## config.mk

```make
export PLATFORM = sky130hd
export DESIGN_NAME = pll_rotor_angle_tracker_unit
export DESIGN_NICKNAME = d
export VERILOG_FILES = /design/src/pra_pkg.sv /design/src/pra_cordic.sv /design/src/pll_rotor_angle_tracker_unit.sv
export SDC_FILE = /design/constraint.sdc
export NUM_CORES = 2
export LEC_CHECK = 0
export BUFFER_PORTS_ARGS = -buffer_cell sky130_fd_sc_hd__buf_2
export CORE_MARGIN = 2
export CORE_UTILIZATION = 45
export CTS_CLUSTER_SIZE = 12
export DETAILED_ROUTE_END_ITERATION = 12
export GPL_ROUTABILITY_DRIVEN = 0
export GPL_TIMING_DRIVEN = 0
export PLACE_DENSITY = 0.7
export REMOVE_ABC_BUFFERS = 1
export SLEW_MARGIN = 5
export SYNTH_ARGS = -nofsm -noshare
export SYNTH_HDL_FRONTEND = slang
export SYNTH_HIERARCHICAL = 1
export SYNTH_SLANG_ARGS = --single-unit
```

## constraint.sdc

```tcl
create_clock -name i_clk -period 23.3 [get_ports i_clk]
set_clock_uncertainty 0.05 [all_clocks]
set_input_delay 4.66 -clock i_clk [delete_from_list [all_inputs] [get_ports i_clk]]
set_output_delay 4.66 -clock i_clk [all_outputs]
set_load 0.01 [all_outputs]
```

## src/pra_pkg.sv

```systemverilog
`timescale 1ns / 1ps

package pra_pkg;

    localparam int SINCOS_TABLE_BITS = 10;
    localparam int POSITION_BITS     = 14;

    localparam int ANG_W        = 16;
    localparam int EST_W        = 24;
    localparam int POS_W        = 14;
    localparam int ADC_W        = 12;
    localparam int SPEED_W      = 32;
    localparam int ERR_W        = 16;
    localparam int GAIN_W       = 24;
    localparam int LIMIT_W      = 31;
    localparam int PP_W         = 4;

    localparam int CORDIC_STEPS = 16;
    localparam int ITER_W       = $clog2(CORDIC_STEPS);
    localparam int CW           = 18;
    localparam int ZW           = 18;
    localparam int CORDIC_X0    = 19898;

    localparam int MUL_A_W      = 26;
    localparam int MUL_B_W      = 18;
    localparam int PROD_W       = MUL_A_W + MUL_B_W;
    localparam int FRAC_SHIFT   = 15;

    localparam int CFG_IDX_W    = 3;
    localparam int CFG_DATA_W   = 31;

    localparam logic [ANG_W-1:0] SC_MASK =
        ANG_W'({ANG_W{1'b1}} << (ANG_W - SINCOS_TABLE_BITS));

    typedef enum logic [CFG_IDX_W-1:0] {
        CFG_SENSOR_MODE  = 3'd0,
        CFG_POLE_PAIRS   = 3'd1,
        CFG_PROP_GAIN    = 3'd2,
        CFG_INTEG_GAIN   = 3'd3,
        CFG_SPEED_LIMIT  = 3'd4,
        CFG_ANGLE_OFFSET = 3'd5,
        CFG_ADC_ZERO     = 3'd6
    } t_cfg_idx;

    typedef enum logic [3:0] {
        ST_IDLE,
        ST_MEAS_GO,
        ST_MEAS_WAIT,
        ST_EST_GO,
        ST_EST_WAIT,
        ST_MUL_AC,
        ST_MUL_BS,
        ST_ERR,
        ST_MUL_KI,
        ST_MUL_KP,
        ST_UPD
    } t_state;

    typedef struct packed {
        logic [POS_W-1:0] position;
        logic [ADC_W-1:0] sense_a;
        logic [ADC_W-1:0] sense_b;
    } t_in_beat;

    typedef struct packed {
        logic [ANG_W-1:0]          rotor_angle;
        logic signed [SPEED_W-1:0] rotor_speed;
        logic                      speed_clamped;
    } t_out_beat;

    typedef struct packed {
        logic             start;
        logic [ANG_W-1:0] angle;
    } t_cordic_req;

    typedef struct packed {
        logic                 done;
        logic signed [CW-1:0] sin_val;
        logic signed [CW-1:0] cos_val;
    } t_cordic_rsp;

    function automatic logic signed [ZW-1:0] atan_step(input logic [ITER_W-1:0] idx);
        logic signed [ZW-1:0] v;
        case (idx)
            4'd0:    v = 18'sd8192;
            4'd1:    v = 18'sd4836;
            4'd2:    v = 18'sd2555;
            4'd3:    v = 18'sd1297;
            4'd4:    v = 18'sd651;
            4'd5:    v = 18'sd326;
            4'd6:    v = 18'sd163;
            4'd7:    v = 18'sd81;
            4'd8:    v = 18'sd41;
            4'd9:    v = 18'sd20;
            4'd10:   v = 18'sd10;
            4'd11:   v = 18'sd5;
            4'd12:   v = 18'sd3;
            4'd13:   v = 18'sd1;
            4'd14:   v = 18'sd1;
            default: v = 18'sd0;
        endcase
        return v;
    endfunction

endpackage

```

## src/pra_cordic.sv

```systemverilog
`timescale 1ns / 1ps

module pra_cordic
    import pra_pkg::*;
(
    input  logic        i_clk,
    input  logic        i_rst_n,
    input  t_cordic_req i_req,
    output t_cordic_rsp o_rsp
);

    localparam logic signed [ZW-1:0] QUARTER = ZW'(16384);
    localparam logic signed [ZW-1:0] HALF    = ZW'(32768);

    logic                  r_busy;
    logic                  r_done;
    logic                  r_flip;
    logic [ITER_W-1:0]     r_iter;
    logic signed [CW-1:0]  r_x;
    logic signed [CW-1:0]  r_y;
    logic signed [ZW-1:0]  r_z;

    logic [ANG_W-1:0]      ang_m;
    logic signed [ZW-1:0]  z_raw;
    logic signed [ZW-1:0]  z_fold;
    logic                  flip;
    logic signed [CW-1:0]  dx;
    logic signed [CW-1:0]  dy;
    logic signed [ZW-1:0]  at;
    logic signed [CW-1:0]  n_x;
    logic signed [CW-1:0]  n_y;
    logic signed [ZW-1:0]  n_z;
    logic                  last;

    always_comb begin
        ang_m = i_req.angle & SC_MASK;
        z_raw = {{(ZW - ANG_W){ang_m[ANG_W-1]}}, ang_m};
        flip  = 1'b0;
        if (z_raw > QUARTER) begin
            z_fold = z_raw - HALF;
            flip   = 1'b1;
        end else if (z_raw < -QUARTER) begin
            z_fold = z_raw + HALF;
            flip   = 1'b1;
        end else begin
            z_fold = z_raw;
        end
    end

    always_comb begin
        dx   = r_y >>> r_iter;
        dy   = r_x >>> r_iter;
        at   = atan_step(r_iter);
        last = (r_iter == ITER_W'(CORDIC_STEPS - 1));
        if (!r_z[ZW-1]) begin
            n_x = r_x - dx;
            n_y = r_y + dy;
            n_z = r_z - at;
        end else begin
            n_x = r_x + dx;
            n_y = r_y - dy;
            n_z = r_z + at;
        end
        if (last && r_flip) begin
            n_x = -n_x;
            n_y = -n_y;
        end
    end

    always_ff @(posedge i_clk) begin
        if (!i_rst_n) begin
            r_busy <= 1'b0;
            r_done <= 1'b0;
        end else begin
            r_done <= r_busy && last;
            if (i_req.start) begin
                r_busy <= 1'b1;
            end else if (r_busy && last) begin
                r_busy <= 1'b0;
            end
        end
    end

    always_ff @(posedge i_clk) begin
        if (i_req.start) begin
            r_x    <= CW'(CORDIC_X0);
            r_y    <= '0;
            r_z    <= z_fold;
            r_flip <= flip;
            r_iter <= '0;
        end else if (r_busy) begin
            r_x    <= n_x;
            r_y    <= n_y;
            r_z    <= n_z;
            r_iter <= r_iter + ITER_W'(1);
        end
    end

    assign o_rsp.done    = r_done;
    assign o_rsp.sin_val = r_y;
    assign o_rsp.cos_val = r_x;

endmodule

```

## src/pll_rotor_angle_tracker_unit.sv

```systemverilog
`timescale 1ns / 1ps

// Rotor angle tracker: one sensor sample in, one angle and speed beat out.
// The input channel carries position and two hall ADC samples; only the fields
// of the selected sensor mode are used. The block raises o_in_stall from the
// cycle after a beat is accepted until its result has been written to the
// output register.
// Each beat runs through the shared 16-iteration CORDIC, once for the measured
// angle in absolute mode only and once for the estimate, then through the shared
// multiplier for the phase detector and the PI update. A new beat is accepted
// only after the previous result has been written to the output register.
// The next beat is accepted while a finished result still waits at the output.
// If the receiver stalls, the result holds; a following result waits in the
// update step until the output register is free.
// Configuration writes are always ready and must only be issued while idle.
// Synchronous reset loads the register defaults and zeroes the angle, speed
// and error state; no output beat is pending after reset.
module pll_rotor_angle_tracker_unit
    import pra_pkg::*;
(
    input  logic                  i_clk,
    input  logic                  i_rst_n,
    input  logic                  i_in_valid,
    output logic                  o_in_stall,
    input  t_in_beat              i_in_data,
    output logic                  o_out_valid,
    input  logic                  i_out_stall,
    output t_out_beat             o_out_data,
    input  logic                  i_cfg_valid,
    output logic                  o_cfg_ready,
    input  logic [CFG_IDX_W-1:0]  i_cfg_index,
    input  logic [CFG_DATA_W-1:0] i_cfg_data
);

    t_state                     r_state;
    t_state                     n_state;

    logic                       r_sensor_mode;
    logic [PP_W-1:0]            r_pole_pairs;
    logic [GAIN_W-1:0]          r_prop_gain;
    logic [GAIN_W-1:0]          r_integ_gain;
    logic [LIMIT_W-1:0]         r_speed_limit;
    logic [ANG_W-1:0]           r_angle_offset;
    logic [ADC_W-1:0]           r_adc_zero;

    logic [EST_W-1:0]           r_angle;
    logic signed [SPEED_W-1:0]  r_speed;
    logic signed [ERR_W-1:0]    r_prev;

    logic [POS_W-1:0]           r_pos;
    logic signed [CW-1:0]       r_alpha;
    logic signed [CW-1:0]       r_beta;
    logic signed [CW-1:0]       r_se;
    logic signed [CW-1:0]       r_ce;
    logic signed [PROD_W-1:0]   r_prod;
    logic signed [PROD_W-1:0]   r_acc;
    logic signed [ERR_W-1:0]    r_err;

    logic                       r_out_valid;
    t_out_beat                  r_out;

    t_cordic_req                cordic_req;
    t_cordic_rsp                cordic_rsp;

    logic                       in_acc;
    logic                       out_free;
    logic                       ld_meas;
    logic                       ld_est;
    logic                       ld_prod;
    logic                       ld_acc;
    logic                       ld_err;
    logic                       commit;
    logic signed [MUL_A_W-1:0]  mul_a;
    logic signed [MUL_B_W-1:0]  mul_b;

    logic [POS_W+PP_W-1:0]      pos_prod;
    logic [ANG_W-1:0]           el_angle;
    logic signed [ADC_W:0]      diff_a;
    logic signed [ADC_W:0]      diff_b;
    logic signed [PROD_W-1:0]   diff;
    logic signed [PROD_W-1:0]   shifted;
    logic signed [ERR_W-1:0]    err_sat;
    logic signed [SPEED_W+1:0]  sp;
    logic signed [SPEED_W+1:0]  lim;
    logic signed [SPEED_W-1:0]  speed_new;
    logic                       clamped;
    logic [EST_W-1:0]           angle_new;

    pra_cordic u_cordic (
        .i_clk   (i_clk),
        .i_rst_n (i_rst_n),
        .i_req   (cordic_req),
        .o_rsp   (cordic_rsp)
    );

    assign in_acc   = i_in_valid && !o_in_stall;
    assign out_free = !r_out_valid || !i_out_stall;

    always_comb begin
        pos_prod = r_pos * r_pole_pairs;
        el_angle = ANG_W'(ANG_W'(pos_prod[POSITION_BITS-1:0]) << (ANG_W - POSITION_BITS));
        diff_a   = signed'({1'b0, i_in_data.sense_a}) - signed'({1'b0, r_adc_zero});
        diff_b   = signed'({1'b0, i_in_data.sense_b}) - signed'({1'b0, r_adc_zero});
    end

    always_comb begin
        diff    = r_acc - r_prod;
        shifted = diff >>> FRAC_SHIFT;
        if (shifted > PROD_W'(32767)) begin
            err_sat = 16'sh7FFF;
        end else if (shifted < -PROD_W'(32768)) begin
            err_sat = -16'sh8000;
        end else begin
            err_sat = shifted[ERR_W-1:0];
        end
        sp  = {{2{r_speed[SPEED_W-1]}}, r_speed} + shifted[SPEED_W+1:0];
        lim = {3'b000, r_speed_limit};
        clamped = 1'b0;
        if (sp > lim) begin
            speed_new = lim[SPEED_W-1:0];
            clamped   = 1'b1;
        end else if (sp < -lim) begin
            speed_new = SPEED_W'(-lim);
            clamped   = 1'b1;
        end else begin
            speed_new = sp[SPEED_W-1:0];
        end
        angle_new = r_angle + speed_new[EST_W-1:0];
    end

    always_comb begin
        n_state = r_state;
        case (r_state)
            ST_IDLE: begin
                if (in_acc) begin
                    n_state = r_sensor_mode ? ST_EST_GO : ST_MEAS_GO;
                end
            end
            ST_MEAS_GO:   n_state = ST_MEAS_WAIT;
            ST_MEAS_WAIT: begin
                if (cordic_rsp.done) begin
                    n_state = ST_EST_GO;
                end
            end
            ST_EST_GO:    n_state = ST_EST_WAIT;
            ST_EST_WAIT: begin
                if (cordic_rsp.done) begin
                    n_state = ST_MUL_AC;
                end
            end
            ST_MUL_AC:    n_state = ST_MUL_BS;
            ST_MUL_BS:    n_state = ST_ERR;
            ST_ERR:       n_state = ST_MUL_KI;
            ST_MUL_KI:    n_state = ST_MUL_KP;
            ST_MUL_KP:    n_state = ST_UPD;
            ST_UPD: begin
                if (out_free) begin
                    n_state = ST_IDLE;
                end
            end
            default:      n_state = ST_IDLE;
        endcase
    end

    always_comb begin
        o_in_stall       = 1'b1;
        cordic_req.start = 1'b0;
        cordic_req.angle = r_angle[EST_W-1 -: ANG_W];
        ld_meas          = 1'b0;
        ld_est           = 1'b0;
        ld_prod          = 1'b0;
        ld_acc           = 1'b0;
        ld_err           = 1'b0;
        commit           = 1'b0;
        mul_a            = '0;
        mul_b            = '0;
        case (r_state)
            ST_IDLE:      o_in_stall = 1'b0;
            ST_MEAS_GO: begin
                cordic_req.start = 1'b1;
                cordic_req.angle = el_angle;
            end
            ST_MEAS_WAIT: ld_meas = cordic_rsp.done;
            ST_EST_GO:    cordic_req.start = 1'b1;
            ST_EST_WAIT:  ld_est = cordic_rsp.done;
            ST_MUL_AC: begin
                ld_prod = 1'b1;
                mul_a   = {{(MUL_A_W - CW){r_alpha[CW-1]}}, r_alpha};
                mul_b   = r_ce;
            end
            ST_MUL_BS: begin
                ld_prod = 1'b1;
                ld_acc  = 1'b1;
                mul_a   = {{(MUL_A_W - CW){r_beta[CW-1]}}, r_beta};
                mul_b   = r_se;
            end
            ST_ERR:       ld_err = 1'b1;
            ST_MUL_KI: begin
                ld_prod = 1'b1;
                mul_a   = {1'b0, {1'b0, r_prop_gain} + {1'b0, r_integ_gain}};
                mul_b   = {{(MUL_B_W - ERR_W){r_err[ERR_W-1]}}, r_err};
            end
            ST_MUL_KP: begin
                ld_prod = 1'b1;
                ld_acc  = 1'b1;
                mul_a   = {2'b00, r_prop_gain};
                mul_b   = {{(MUL_B_W - ERR_W){r_prev[ERR_W-1]}}, r_prev};
            end
            ST_UPD:       commit = out_free;
            default:      o_in_stall = 1'b1;
        endcase
    end

    always_ff @(posedge i_clk) begin
        if (!i_rst_n) begin
            r_state        <= ST_IDLE;
            r_sensor_mode  <= 1'b0;
            r_pole_pairs   <= 4'd7;
            r_prop_gain    <= 24'd5340353;
            r_integ_gain   <= 24'd267;
            r_speed_limit  <= 31'd26702873;
            r_angle_offset <= 16'd28217;
            r_adc_zero     <= 12'd1241;
            r_angle        <= '0;
            r_speed        <= '0;
            r_prev         <= '0;
            r_out_valid    <= 1'b0;
        end else begin
            r_state <= n_state;
            if (i_cfg_valid && o_cfg_ready) begin
                case (i_cfg_index)
                    CFG_SENSOR_MODE:  r_sensor_mode  <= i_cfg_data[0];
                    CFG_POLE_PAIRS:   r_pole_pairs   <= i_cfg_data[PP_W-1:0];
                    CFG_PROP_GAIN:    r_prop_gain    <= i_cfg_data[GAIN_W-1:0];
                    CFG_INTEG_GAIN:   r_integ_gain   <= i_cfg_data[GAIN_W-1:0];
                    CFG_SPEED_LIMIT:  r_speed_limit  <= i_cfg_data[LIMIT_W-1:0];
                    CFG_ANGLE_OFFSET: r_angle_offset <= i_cfg_data[ANG_W-1:0];
                    CFG_ADC_ZERO:     r_adc_zero     <= i_cfg_data[ADC_W-1:0];
                    default: begin
                    end
                endcase
            end
            if (commit) begin
                r_speed     <= speed_new;
                r_prev      <= r_err;
                r_angle     <= angle_new;
                r_out_valid <= 1'b1;
            end else if (r_out_valid && !i_out_stall) begin
                r_out_valid <= 1'b0;
            end
        end
    end

    always_ff @(posedge i_clk) begin
        if (in_acc) begin
            r_pos   <= i_in_data.position;
            r_alpha <= {{(CW - ADC_W - 4){diff_a[ADC_W]}}, diff_a, 3'b000};
            r_beta  <= {{(CW - ADC_W - 4){diff_b[ADC_W]}}, diff_b, 3'b000};
        end
        if (ld_meas) begin
            r_alpha <= cordic_rsp.sin_val;
            r_beta  <= cordic_rsp.cos_val;
        end
        if (ld_est) begin
            r_se <= cordic_rsp.sin_val;
            r_ce <= cordic_rsp.cos_val;
        end
        if (ld_prod) begin
            r_prod <= mul_a * mul_b;
        end
        if (ld_acc) begin
            r_acc <= r_prod;
        end
        if (ld_err) begin
            r_err <= err_sat;
        end
        if (commit) begin
            r_out.rotor_angle   <= angle_new[EST_W-1 -: ANG_W] + r_angle_offset;
            r_out.rotor_speed   <= speed_new;
            r_out.speed_clamped <= clamped;
        end
    end

    assign o_cfg_ready = 1'b1;
    assign o_out_valid = r_out_valid;
    assign o_out_data  = r_out;

endmodule

```

Word-level counts from Yosys, hierarchy flattened
Memories as Yosys holds them, arrays and structs flattened. A register that Yosys moved wholly into a read port is not among the register bits.
Cells that the tools add are included.
- latch bits: 0
- bits in registers: 489
- memory bits (read-only): 224
- memory bits (writable): 0
- memories: 1
- input port bits: 77
- mux-type cells: 41
- shifts and indexed selects: 2
- multiply operators: 2
- divide/modulo/power cells: 0
- bitwise gates (word level): 0
- reduce and logical (&&, ||, !) cells: 24
- $lt $le $gt $ge: 6
- add/subtract/negate cells: 19
- equal/unequal tests: 21
- memories (name ; words ; bits a word ; rd ports ; clocked after memory_dff ; wr ports ; line ; text):
    (name not given) ; 16 ; 14 ; 1 ; 1 ; 0 ; pra_pkg.sv:84 ; case (idx)
- operators with widths (kind ; number):
    $mux W18 ; 13
    $pmux W26 S4 ; 1
    $pmux W18 S4 ; 1
    $mux W32 ; 2
    $add A18 B18 Y18 ; 3
    $sub A18 B18 Y18 ; 3
    $mul A26 B18 Y44 ; 1
    $pmux W4 S11 ; 1
    $sub A44 B44 Y44 ; 1
    $neg A18 Y18 ; 2
    $sshr A18 B4 Y18 ; 2
    $lt A33 B34 Y1 ; 1
    $neg A31 Y34 ; 1
    $add A32 B29 Y33 ; 1
    $gt A33 B32 Y1 ; 1
    $mux W16 ; 2
    $gt A29 B16 Y1 const B ; 1
    $lt A29 B16 Y1 const B ; 1
    $sub A12 B12 Y13 ; 2
    $add A24 B24 Y25 ; 1
    $add A24 B24 Y24 ; 1
    $mux W4 ; 6
    $add A16 B17 Y18 const B ; 1
    $sub A16 B17 Y18 const B ; 1
    other kinds (26) ; 65

Logic depth before layout (Yosys ltp)
- depth after elaboration: 7
- mapped depth: 62

Modules after synthesis
Netlist, hierarchy kept.
- modules (own cells, without submodules) (module ; seq. area each (µm²) ; instances ; area each (µm²) ; cells each):
    pll_rotor_angle_tracker_unit ; 10960.5 ; 1 ; 43063.8 ; 4755
    pra_cordic ; 1691.6 ; 1 ; 9346.5 ; 1178

Worst setup path before layout
No wires, ideal clock.
- path type: register to register
- start point: register r_prod[28]
- end point: register r_out, in the netlist o_out_data[47] (data pin)
- path buffers: 4
- data required time: 22.985 ns
- arrival: 11.132 ns
- clock period less this slack: 11.447 ns
- slack: 11.853 ns
- stages on the path, launching flop included: 60
- path through: edfxtp_1 -> inv_1 -> ha_1 -> a21o_1 -> a21oi_1 -> o21bai_1 -> a21o_1 -> a21o_1 -> a21o_1 -> a21oi_1 -> o21ai_1 -> a221o_1 -> xnor2_1 -> inv_1 -> clkbuf_1 -> ha_1 -> clkbuf_1 -> nand2_1 -> [... 24 more ...] -> nor2_1 -> xnor2_1 -> ha_1 -> inv_1 -> fa_1 -> nor2b_1 -> o21ai_0 -> a21boi_0 -> o21ai_0 -> a21boi_0 -> o21ai_0 -> a21boi_0 -> o21ai_0 -> a21boi_0 -> o21ai_0 -> a21boi_0 -> or4_1 -> nand3_1
- word-level cells in the longest chain between the ends: 7
- elaborated cells between the ends (all ways): 8
- classes of those cells: 4 x add/sub; 2 x order compare; 2 x mux
- RTL lines (element ; line ; text):
    from (decl) ; pll_rotor_angle_tracker_unit.sv:55 ; logic signed [PROD_W-1:0] r_prod;
    from (signal assigned) ; pll_rotor_angle_tracker_unit.sv:269 ; r_prod <= mul_a * mul_b;
    $sub A44 B44 Y44 * ; pll_rotor_angle_tracker_unit.sv:107 ; diff = r_acc - r_prod;
    $add A32 B29 Y33 * ; pll_rotor_angle_tracker_unit.sv:116 ; sp = {{2{r_speed[SPEED_W-1]}}, r_speed} + shifted[SPEED_W+1:0];
    $lt A33 B34 Y1 ; pll_rotor_angle_tracker_unit.sv:122 ; end else if (sp < -lim) begin
    $mux W32 ; pll_rotor_angle_tracker_unit.sv:122 ;
    $mux W32 * ; pll_rotor_angle_tracker_unit.sv:119 ; if (sp > lim) begin
    net speed_new[1] ; pll_rotor_angle_tracker_unit.sv:85 ; logic signed [SPEED_W-1:0] speed_new;
    $add A24 B24 Y24 * ; pll_rotor_angle_tracker_unit.sv:128 ; angle_new = r_angle + speed_new[EST_W-1:0];
    net angle_new[8] ; pll_rotor_angle_tracker_unit.sv:87 ; logic [EST_W-1:0] angle_new;
    $add A16 B16 Y16 * ; pll_rotor_angle_tracker_unit.sv:278 ; r_out.rotor_angle <= angle_new[EST_W-1 -: ANG_W] + r_angle_offset;
    to (decl) ; pll_rotor_angle_tracker_unit.sv:60 ; t_out_beat r_out;
Mark *: on every way through the listed nets, which the timed path passes. The rest lies on a longest branch.
A chain may end at the register's enable or synchronous reset.

Final worst setup path
- start point: register r_prod[1]
- end point: register r_out, in the netlist o_out_data[47] (data pin)
Same word-level chain as after synthesis.

==> run metrics <==
number of maximum-capacitance violations=0; number of antenna violations at the first check in global routing=7; Synth Warn #=6; standard-cell row count=125; leftover overflow at the end of global routing=0; hold-fix buffers at CTS=0; largest net degree at the start of global routing=roughly 130; clock sinks=between 500 and 600; remaining antenna violation count=0; actual transition at the worst max-transition pin=~1.4 ns; Post-CTS Setup Inserts=0; Max VDD drop=about 0.19 mV; via count=around 43000; Final Non-Filler Cells=7463; Setup violations, final=0; WL final=~150000 um; io pins=approximately 130; most frequent cells in the layout=980 x sky130_fd_sc_hd__nand2_1, 699 x sky130_fd_sc_hd__inv_1, 487 x sky130_fd_sc_hd__fa_1, 409 x sky130_fd_sc_hd__ha_1, 295 x sky130_fd_sc_hd__nor2_1; mean routed wirelength per cell=between 20 and 25 um; Gates resized, CTS repair=0; outcome=finished clean; die boundary height=between 300 and 400 um; Port-buffer cells=between 100 and 150; depth of the CTS H-tree=2; Setup TNS Final=0 ns; cell with the largest stage delay on the worst path=sky130_fd_sc_hd__a21o_2; Layout Nets=just under 7000; Multi-input gate area=roughly 36000 um^2; Register Area=between 10000 and 15000 um^2; P_leak=around 24 nW; most common cell after layout, fill and taps aside=sky130_fd_sc_hd__nand2_1; Final min period=~15 ns; clock edge transition at the registers on the reported setup and hold paths=around 0.060 ns; global router's overall resource usage=approximately a quarter; Crit path largest cell delay=~0.8 ns; average cell area after synthesis=about 8.8 um^2; Worst Setup End Kind=register; insertion delay to the later sink of the worst-skew pair=0.66 ns; setup slack of the most critical reg-to-reg path=8.33 ns; worst reg2reg endpoint=o_out_data[47]$_DFFE_PP_; post-route cell area=56600 um^2; final worst-path cycle share=about 64%; endpoints failing hold=0; full die area=between 100000 and 150000 um^2; clock tree from TritonCTS=built; critical register-to-register path startpoint=r_prod[1]$_DFFE_PN_; CTS buffer count=56; post-synthesis instance area=52400 um^2; Cell Pwr Density=between 90 and 100 nW/um^2; Placed Area=roughly 55000 um^2; fin. max-slew vios=0; number of filler instances in the final layout=around 11000; DRC errors left=0; area overhead of the layout relative to synthesis=8.15%; wire length of the first global-routing pass=240000 um; post-DR vias/cell=between 5 and 6; worst endpoint required time=around 24 ns; Critical Path Most Common Cell=sky130_fd_sc_hd__o21ai_0; starting density of the core=between 40% and 50%; launching element type of the critical path=register; Peak Freq=between 60 and 70 MHz; # placed instances=approximately 7400; Pre-Repair DR Iteration Count=7; worst hold slack after final layout=about 0.39 ns; vias in the first global route=~43000; Slew HR=roughly 8.5%; crit path capture=o_out_data[47]$_DFFE_PP_; DIE WIDTH=345 um; RSZ-0062 raised after global routing=false; Setup crit start=r_prod[1]$_DFFE_PN_; number of violations reported at the end of detailed-routing iteration 0=slightly above 4000; total core area=between 100000 and 150000 um^2; clk buf depth=3; Critical Setup Path Class=reg2reg; synthesized netlist cell count=5925; share of final-layout standard cells stronger than drive strength 1=approximately 6.7%; root buffer cell=sky130_fd_sc_hd__clkbuf_16; Max FO, Critical Path=48; Post-DP HPWL=between 100000 and 150000 um; Hold Path Class=reg2reg; worst-case reg-to-reg path depth=55; arrival time of data at the critical path endpoint=around 15 ns
## worst max-delay path: cells and delay by family (launching register included)
| family | cells | cell delay [ns] |
|---|---|---|
| compound gates | 34 | 9.17 |
| xor+xnor | 2 | 0.41 |
| fa+ha+maj | 8 | 2.82 |
| buf+inv | 4 | 0.61 |
| flops | 1 | 0.38 |
| simple gates | 7 | 1.26 |
## stage by stage
stage	utilization, %	setup slack (ns)	power [mW]
5_1_grt	48.9	7.32	5.55
3_5_place_dp	47.3	8.62	4.20
6_report	48.9	8.33	5.18
2_1_floorplan	-	10.62	3.51
4_1_cts	48.9	8.54	5.13
3_3_place_gp	46.5	6.31	4.10
## report_power, final
part,switching (mW),leakage [nW],internal (mW)
Clock,0.387,0.917,0.528
Sequential,0.189,4.39,1.07
Combinational,1.75,19.1,1.25
## worst min-delay path by stage
stage               slack [ns]                  from             endpoint  cells after the start
finish                    0.39  r_prod[23]$_DFFE_PN_  r_acc[23]$_DFFE_PN_                      0
global route              0.41  r_prod[41]$_DFFE_PN_  r_acc[41]$_DFFE_PN_                      0
CTS                       0.39  r_prod[23]$_DFFE_PN_  r_acc[23]$_DFFE_PN_                      0
detailed placement        0.38  r_prod[23]$_DFFE_PN_  r_acc[23]$_DFFE_PN_                      0
global placement          0.38   r_prod[7]$_DFFE_PN_   r_acc[7]$_DFFE_PN_                      0
floorplan                 0.38  r_prod[10]$_DFFE_PN_  r_acc[10]$_DFFE_PN_                      0
## state kept, by name, indices dropped and copies added, names as in the netlist, 24 cells and up
signal and cells:
o_out_data 49, r_acc 44, r_prod 44, r_speed 32, r_speed_limit 31, r_angle 24
r_integ_gain 24, r_prop_gain 24
## final cells by class
| type | instances | share of cell area (%) |
|---|---|---|
| flip-flops and latches | 503 | 22.4 |
| well taps | 1524 | 3.37 |
| multi-input cells | 4454 | 63.9 |
| repair buffers | 170 | 2.40 |
| clock inverters | 22 | 0.453 |
| diodes | 7 | 0.0309 |
| clock buffers | 81 | 2.86 |
| inverters | 702 | 4.66 |
## routing by layer
layer	vias up	routed length, um	track usage [%]
met5	-	10	0
met4	2	7870	11.8
met3	398	13500	4.57
met2	1802	68500	40.2
met1	21200	63300	33.7
li1	20000	-	-
Power figures use the tool's default switching activity.
